`src/hdl/ssa_ram.sv`:
```
`timescale 1ns / 1ps
// Generic simple dual-port RAM with one write port and a registered read port.
// No dependencies.
module ssa_ram #(
  parameter int WIDTH = 16,
  parameter int DEPTH = 16
) (
  input  logic                                         clk,
  input  logic                                         we,
  input  logic [((DEPTH > 1) ? $clog2(DEPTH) : 1)-1:0] waddr,
  input  logic [WIDTH-1:0]                             wdata,
  input  logic [((DEPTH > 1) ? $clog2(DEPTH) : 1)-1:0] raddr,
  output logic [WIDTH-1:0]                             rdata
);

  logic [WIDTH-1:0] mem [DEPTH];

  always_ff @(posedge clk) begin
    if (we) begin
      mem[waddr] <= wdata;
    end
    rdata <= mem[raddr];
  end

endmodule
```
`config.mk`:
```
export PLATFORM = sky130hd
export DESIGN_NAME = ssa_ram
export DESIGN_NICKNAME = d
export VERILOG_FILES = /design/src/hdl/ssa_ram.sv
export SDC_FILE = /design/constraint.sdc
export NUM_CORES = 1
export LEC_CHECK = 0
export BUFFER_PORTS_ARGS = -buffer_cell sky130_fd_sc_hd__buf_2
export CAP_MARGIN = 30
export CORE_MARGIN = 8
export CORE_UTILIZATION = 50
export DETAILED_ROUTE_END_ITERATION = 10
export PLACE_DENSITY = 0.7
export SYNTH_ARGS = -nofsm -noshare
export SYNTH_HDL_FRONTEND = slang
export SYNTH_SLANG_ARGS = --single-unit
```
`constraint.sdc`:
```
create_clock -name clk -period 3.7 [get_ports clk]
set_input_delay 0.74 -clock clk [delete_from_list [all_inputs] [get_ports clk]]
set_output_delay 0.74 -clock clk [all_outputs]
set_load 0.01 [all_outputs]
```
==> out/qor.csv, run 1 <==
stage;metric;value;unit
placed_design;I/O Buffers;41;
placed_design;Place WS;1.06;ns
worst_hold_path;Endpoint, Worst Hold;mem[14][13]$_DFFE_PP_;
timing;Worst Tran Pin Value;1.02;ns
clock_tree;CTS root buf;clkbuf_16;
synthesis;Post-synth ARST share;0;
power;Max VDD drop;0.000281;V
synthesis;synthesized cell area;10000;um2
setup_path;Reg-to-Reg End;rdata[10]$_DFF_P_;
layout;fin area;11500;um2
clock_tree;Hold Buf Count CTS;0;
timing;fmax;0.470;GHz
die;die width;158;um
timing;Final Setup Violations;0;
global_route;largest net degree at the start of global routing;41;
setup_path;critical path launch point type;input port;
layout;Nets;530;
worst_hold_path;Worst Hold Launch;wdata[13];
clock_tree;clk_lat worst skew;0.51;ns
timing;final hold viol count;0;
route;DRC Markers;0;
layout;number of fill cells in the layout;1429;
placed_design;post-detail-place hpwl;11100;um
global_route;Total GRT Usage;0.163;
timing;Setup WS post-layout;1.57;ns
synthesis;post-synthesis cell count;432;
die;Core Rows;52;
timing;TNS Setup;0;ns
timing;Hold WS;0.595;ns
clock_tree;clock-pin slew on the worst setup and hold paths;0.06;ns
run_status;outcome;finished clean;
synthesis;top cell type's share of synthesized area;0.765;
global_route;global-route wire length before repair;29600;um
route;initial drt markers;538;
timing;relative slew slack;0.320;
synthesis;Syn Nets;458;
setup_path;crit path DAT;2.33;ns
global_route;GRT overflow;0;
worst_hold_path;HP Class;input port to register;
global_route;initial antenna violation count;0;
setup_path;worst endpoint required time;3.90;ns
timing;RSZ-0062 raised after global routing;false;
synthesis;Most used DFF post-synth;edfxtp_1;
placed_design;Placed Area;10700;um2
layout;Core Util, Final;0.576;
timing;clock skew;0.00741;ns
synthesis;Avg Cell Area, Syn;23.2;um2
placed_design;Final Wtd Congestion;0.706;
clock_tree;CTS Sinks;272;
synthesis;Yosys cell types;19;
layout;n_diodes;0;
die;Die ar.;24900;um2
worst_hold_path;worst hold stages;1;
power;Design Power;6.18;mW
route;vias per cell;5.84;
die;Starting Density;0.503;
layout;most frequent cells in the layout;edfxtp_1, mux4_2, buf_2, a22oi_1, clkbuf_16;
layout;Area growth, synth to finish;14.5;%
global_route;number of global-route vias before repair;4761;
die;Core Box Area;20000;um2
route;via count;4628;
clock_tree;H-tree levels;1;
synthesis;Synth Register Bits;272;
setup_path;worst-path fanout max;10;
clock_tree;Max Root-Sink Buffers;3;
timing;Final min period;2.13;ns
layout;commonest non-fill, non-tap cell in the layout;edfxtp_1;
clock_tree;number of buffers created by CTS;25;
placed_design;cell count after placement;747;
run;number of max-cap violations;0;
timing;Final Slew Violations;0;
clock_tree;Setup Fix Bufs, Post-CTS;0;
route;DR WL/cell;24.9;um
layout;Non-Filler Instances;793;
die;IO Pins;42;
route;Detailed Route WL;19800;um
synthesis;Seq/Total Area, Yosys;0.797;
power;Leak;3.76;nW
synthesis;Post-synth EDFFs;256;
route;ANT nets after route;0;
setup_path;R2R setup slack;2.28;ns
setup_path;crit end category;register;
die;Die Y;158;um
setup_path;worst reg-to-reg path cell count;3;
clock_tree;CTS tree;yes;
synthesis;Area contributors post-synth;edfxtp_1, mux4_2, dfxtp_1;
clock_tree;Resize count post-CTS;0;
route;first-pass iteration count of the detailed router;5;
timing;Final Cycle Share;0.576;
layout;share of cells above drive strength 1;0.329;
setup_path;worst r2r src;mem[2][10]$_DFFE_PP_;
synthesis;Ys Warns;0;
synthesis;Synth area leader;edfxtp_1;
setup_path;critical path class;input port to register;
power;power per cell area;537;nW/um2
registers in the layout (all words and copies together) (netlist names):
name / flops
mem: 256
rdata: 16
area by class of cell:
type | instances | area [um2] | share of cell area
well taps | 270 | 338 | 0.0294
repair buffers | 66 | 420 | 0.0366
flip-flops and latches | 272 | 8010 | 0.696
multi-input cells | 139 | 1960 | 0.171
clock inverters | 9 | 71.3 | 0.00620
clock buffers | 37 | 701 | 0.0609
cell usage after synthesis, types with 3 or more instances:
| library cell | n |
|---|---|
| clkbuf_1 | 8 |
| buf_1 | 3 |
| nor2_1 | 13 |
| edfxtp_1 | 256 |
| mux4_1 | 10 |
| buf_2 | 3 |
| buf_4 | 3 |
| buf_6 | 4 |
| dfxtp_1 | 16 |
| nor3_1 | 4 |
| a22oi_1 | 32 |
| nand2_1 | 17 |
| mux4_2 | 54 |
where the power goes:
group | internal, mW | switching, mW
combinational | 0.129 | 0.177
clock | 1.38 | 1.03
sequential | 3.44 | 0.0201
total | 4.95 | 1.23
metal layers:
| layer | wire length [um] | part of all wire | global-route usage |
|---|---|---|---|
| met5 | 0 | 0 | 0 |
| met4 | 281 | 0.014 | 0.0385 |
| met3 | 1540 | 0.078 | 0.0292 |
| met2 | 9420 | 0.48 | 0.261 |
| met1 | 8540 | 0.43 | 0.231 |
kinds of logic (layout without fill, tap and decap cells):
logic type | Yosys count | in the layout | share of synthesized area
compound gates | 32 | 32 | 0.0239
buf+inv | 21 | 112 | 0.0123
flops | 272 | 272 | 0.797
mux | 64 | 64 | 0.147
simple gates | 43 | 43 | 0.0192
worst max-delay path by stage:
stage                        start             endpoint  slack, ns  depth (start not counted)
after floorplan           waddr[2]  mem[0][0]$_DFFE_PP_       0.90                          2
after global placement    waddr[2]  mem[0][9]$_DFFE_PP_       1.07                          4
after global routing      waddr[2]  mem[0][2]$_DFFE_PP_       1.49                          4
final                     waddr[2]  mem[0][2]$_DFFE_PP_       1.57                          4
after CTS                 waddr[2]  mem[0][2]$_DFFE_PP_       1.57                          4
after detailed placement  waddr[2]  mem[0][8]$_DFFE_PP_       1.06                          4
critical path: stages:
cell and delay (ns):
buf_2 0.12, or3b_2 0.55, nor3_2 0.58, buf_4 0.34
No activity file was read; power rests on OpenSTA's default activity.
==> run 2: changes to the inputs <==
--- a/config.mk
+++ b/config.mk
@@ -10,7 +10,7 @@
 export CORE_MARGIN = 8
 export CORE_UTILIZATION = 50
 export DETAILED_ROUTE_END_ITERATION = 10
-export PLACE_DENSITY = 0.7
+export PLACE_DENSITY = 0.72
 export SYNTH_ARGS = -nofsm -noshare
 export SYNTH_HDL_FRONTEND = slang
 export SYNTH_SLANG_ARGS = --single-unit
==> constraint.sdc (replaced) <==
create_clock -name clk -period 1.7 [get_ports clk]
set_input_delay 0.34 -clock clk [delete_from_list [all_inputs] [get_ports clk]]
set_output_delay 0.34 -clock clk [all_outputs]
set_load 0.01 [all_outputs]
==> out/qor.csv, run 2 (synthesis results as in run 1) <==
stage;metric;value;unit
clock_tree;CTS tree;yes;
power;power per cell area;1150;nW/um2
clock_tree;clock-pin slew on the worst setup and hold paths;0.06;ns
setup_path;crit end category;primary output;
die;die width;158;um
timing;relative slew slack;0.801;
timing;TNS Setup;0;ns
clock_tree;clk_lat worst skew;0.51;ns
setup_path;worst endpoint required time;1.36;ns
power;Switch Pwr;2.66;mW
route;DRC Markers;0;
layout;share of cells above drive strength 1;0.340;
setup_path;worst-path fanout max;1;
die;Starting Density;0.503;
clock_tree;number of buffers created by CTS;27;
clock_tree;Max Root-Sink Buffers;3;
setup_path;CP max-delay cell;dfxtp_1;
route;Max Used Layer;met4;
route;ANT nets after route;0;
run_status;outcome;finished clean;
clock_tree;H-tree levels;1;
timing;Worst Tran Pin Value;0.298;ns
global_route;number of global-route vias before repair;5059;
clock_tree;Resize count post-CTS;0;
placed_design;post-detail-place hpwl;11500;um
timing;Final min period;1.36;ns
route;initial drt markers;442;
route;DR WL/cell;25.2;um
die;Die ar.;24900;um2
global_route;largest net degree at the start of global routing;29;
route;vias per cell;5.83;
power;Int Power;11.0;mW
clock_tree;CTS Sinks;272;
run;number of max-cap violations;0;
layout;Largest Register;mem;
layout;commonest non-fill, non-tap cell in the layout;edfxtp_1;
power;Leak;3.90;nW
layout;Largest regs;mem x256, rdata x16;
clock_tree;Hold Buf Count CTS;0;
layout;Area growth, synth to finish;18.5;%
power;Design Power;13.7;mW
timing;RSZ-0062 raised after global routing;false;
layout;max FFs per register;256;
global_route;Total GRT Usage;0.169;
timing;Final Slew Violations;0;
setup_path;critical path class;register to primary output;
power;Flop pwr share;0.551;
timing;Hold WS;0.199;ns
timing;Setup WS post-layout;0.345;ns
route;met1 wire length;8250;um
layout;most frequent cells in the layout;edfxtp_1, mux4_2, buf_2, a22oi_1, clkbuf_16;
route;first-pass iteration count of the detailed router;7;
setup_path;CP top delay family;flip-flops;
placed_design;Place WS;-0.0458;ns
timing;fmax;0.738;GHz
clock_tree;Setup Fix Bufs, Post-CTS;0;
global_route;global-route wire length before repair;30800;um
worst_hold_path;HP Class;input port to register;
route;via count;4699;
setup_path;sum of buffers and inverters on the critical path;1;
route;met2 wire length;10000;um
placed_design;I/O Buffers;41;
timing;final hold viol count;0;
setup_path;crit-path max cell delay;0.36;ns
power;switch share;0.194;
layout;Nets;544;
die;IO Pins;42;
timing;clock skew;0.00908;ns
placed_design;Final Wtd Congestion;0.731;
die;Core Box Area;20000;um2
global_route;initial antenna violation count;0;
global_route;GRT overflow;0;
timing;Final Setup Violations;0;
setup_path;crit path DAT;1.02;ns
layout;n_diodes;0;
power;combinational share of power;0.053;
route;Detailed Route WL;20300;um
setup_path;critical path launch point type;register;
setup_path;crit-path cells;buf_2;
die;Core Rows;52;
power;Clk pwr share;0.396;
layout;Core Util, Final;0.596;
route;DR WL met3;1600;um
clock_tree;CTS root buf;clkbuf_16;
timing;Final Cycle Share;0.797;
power;Max VDD drop;0.000733;V
die;Die Y;158;um
-- run 2: layout make-up --
type | count | area, um2
Sequential cell | 272 | 8010
Multi-Input combinational cell | 139 | 1980
Clock buffer | 35 | 706
Clock inverter | 12 | 105
Timing Repair Buffer | 78 | 761
Tap cell | 270 | 338
Fill cell | 1388 | 8080
-- run 2: worst reg2reg max path, cell delays in order, from the launching register on --
cell	delay, ns
edfxtp_1	0.36
mux4_1	0.51
a22oi_1	0.25
nand2_1	0.09
-- run 2: per-stage QoR --
stage                     instances  area [um2]
after floorplan                 432       10100
after global placement          759       11100
after detailed placement        759       11100
after CTS                       806       11900
after global routing            806       11900
final                           806       11900
-- run 2: per-layer routing --
metal	up-vias	global-route usage
li1	2009	-
met1	2433	0.235
met2	217	0.274
met3	40	0.0292
met4	0	0.0458
met5	-	0
-- run 2: worst paths after layout --
path	startpoint	to	slack (ns)	cells past startpoint
max	rdata[2]$_DFF_P_	rdata[2]	0.34	1
min	wdata[6]	mem[1][6]$_DFFE_PP_	0.20	1
max reg2reg	mem[1][7]$_DFFE_PP_	rdata[7]$_DFF_P_	0.38	3
min reg2reg	mem[15][12]$_DFFE_PP_	rdata[12]$_DFF_P_	0.67	3
-- run 2: power by group through the flow --
stage          Combinational [mW]  Sequential (mW)  Clock, mW
2_1_floorplan               0.367             7.69          0
3_3_place_gp                0.715             7.68          0
5_1_grt                     0.786             7.55       5.81
4_1_cts                     0.740             7.55       5.55
6_report                    0.728             7.54       5.41
3_5_place_dp                0.735             7.68          0
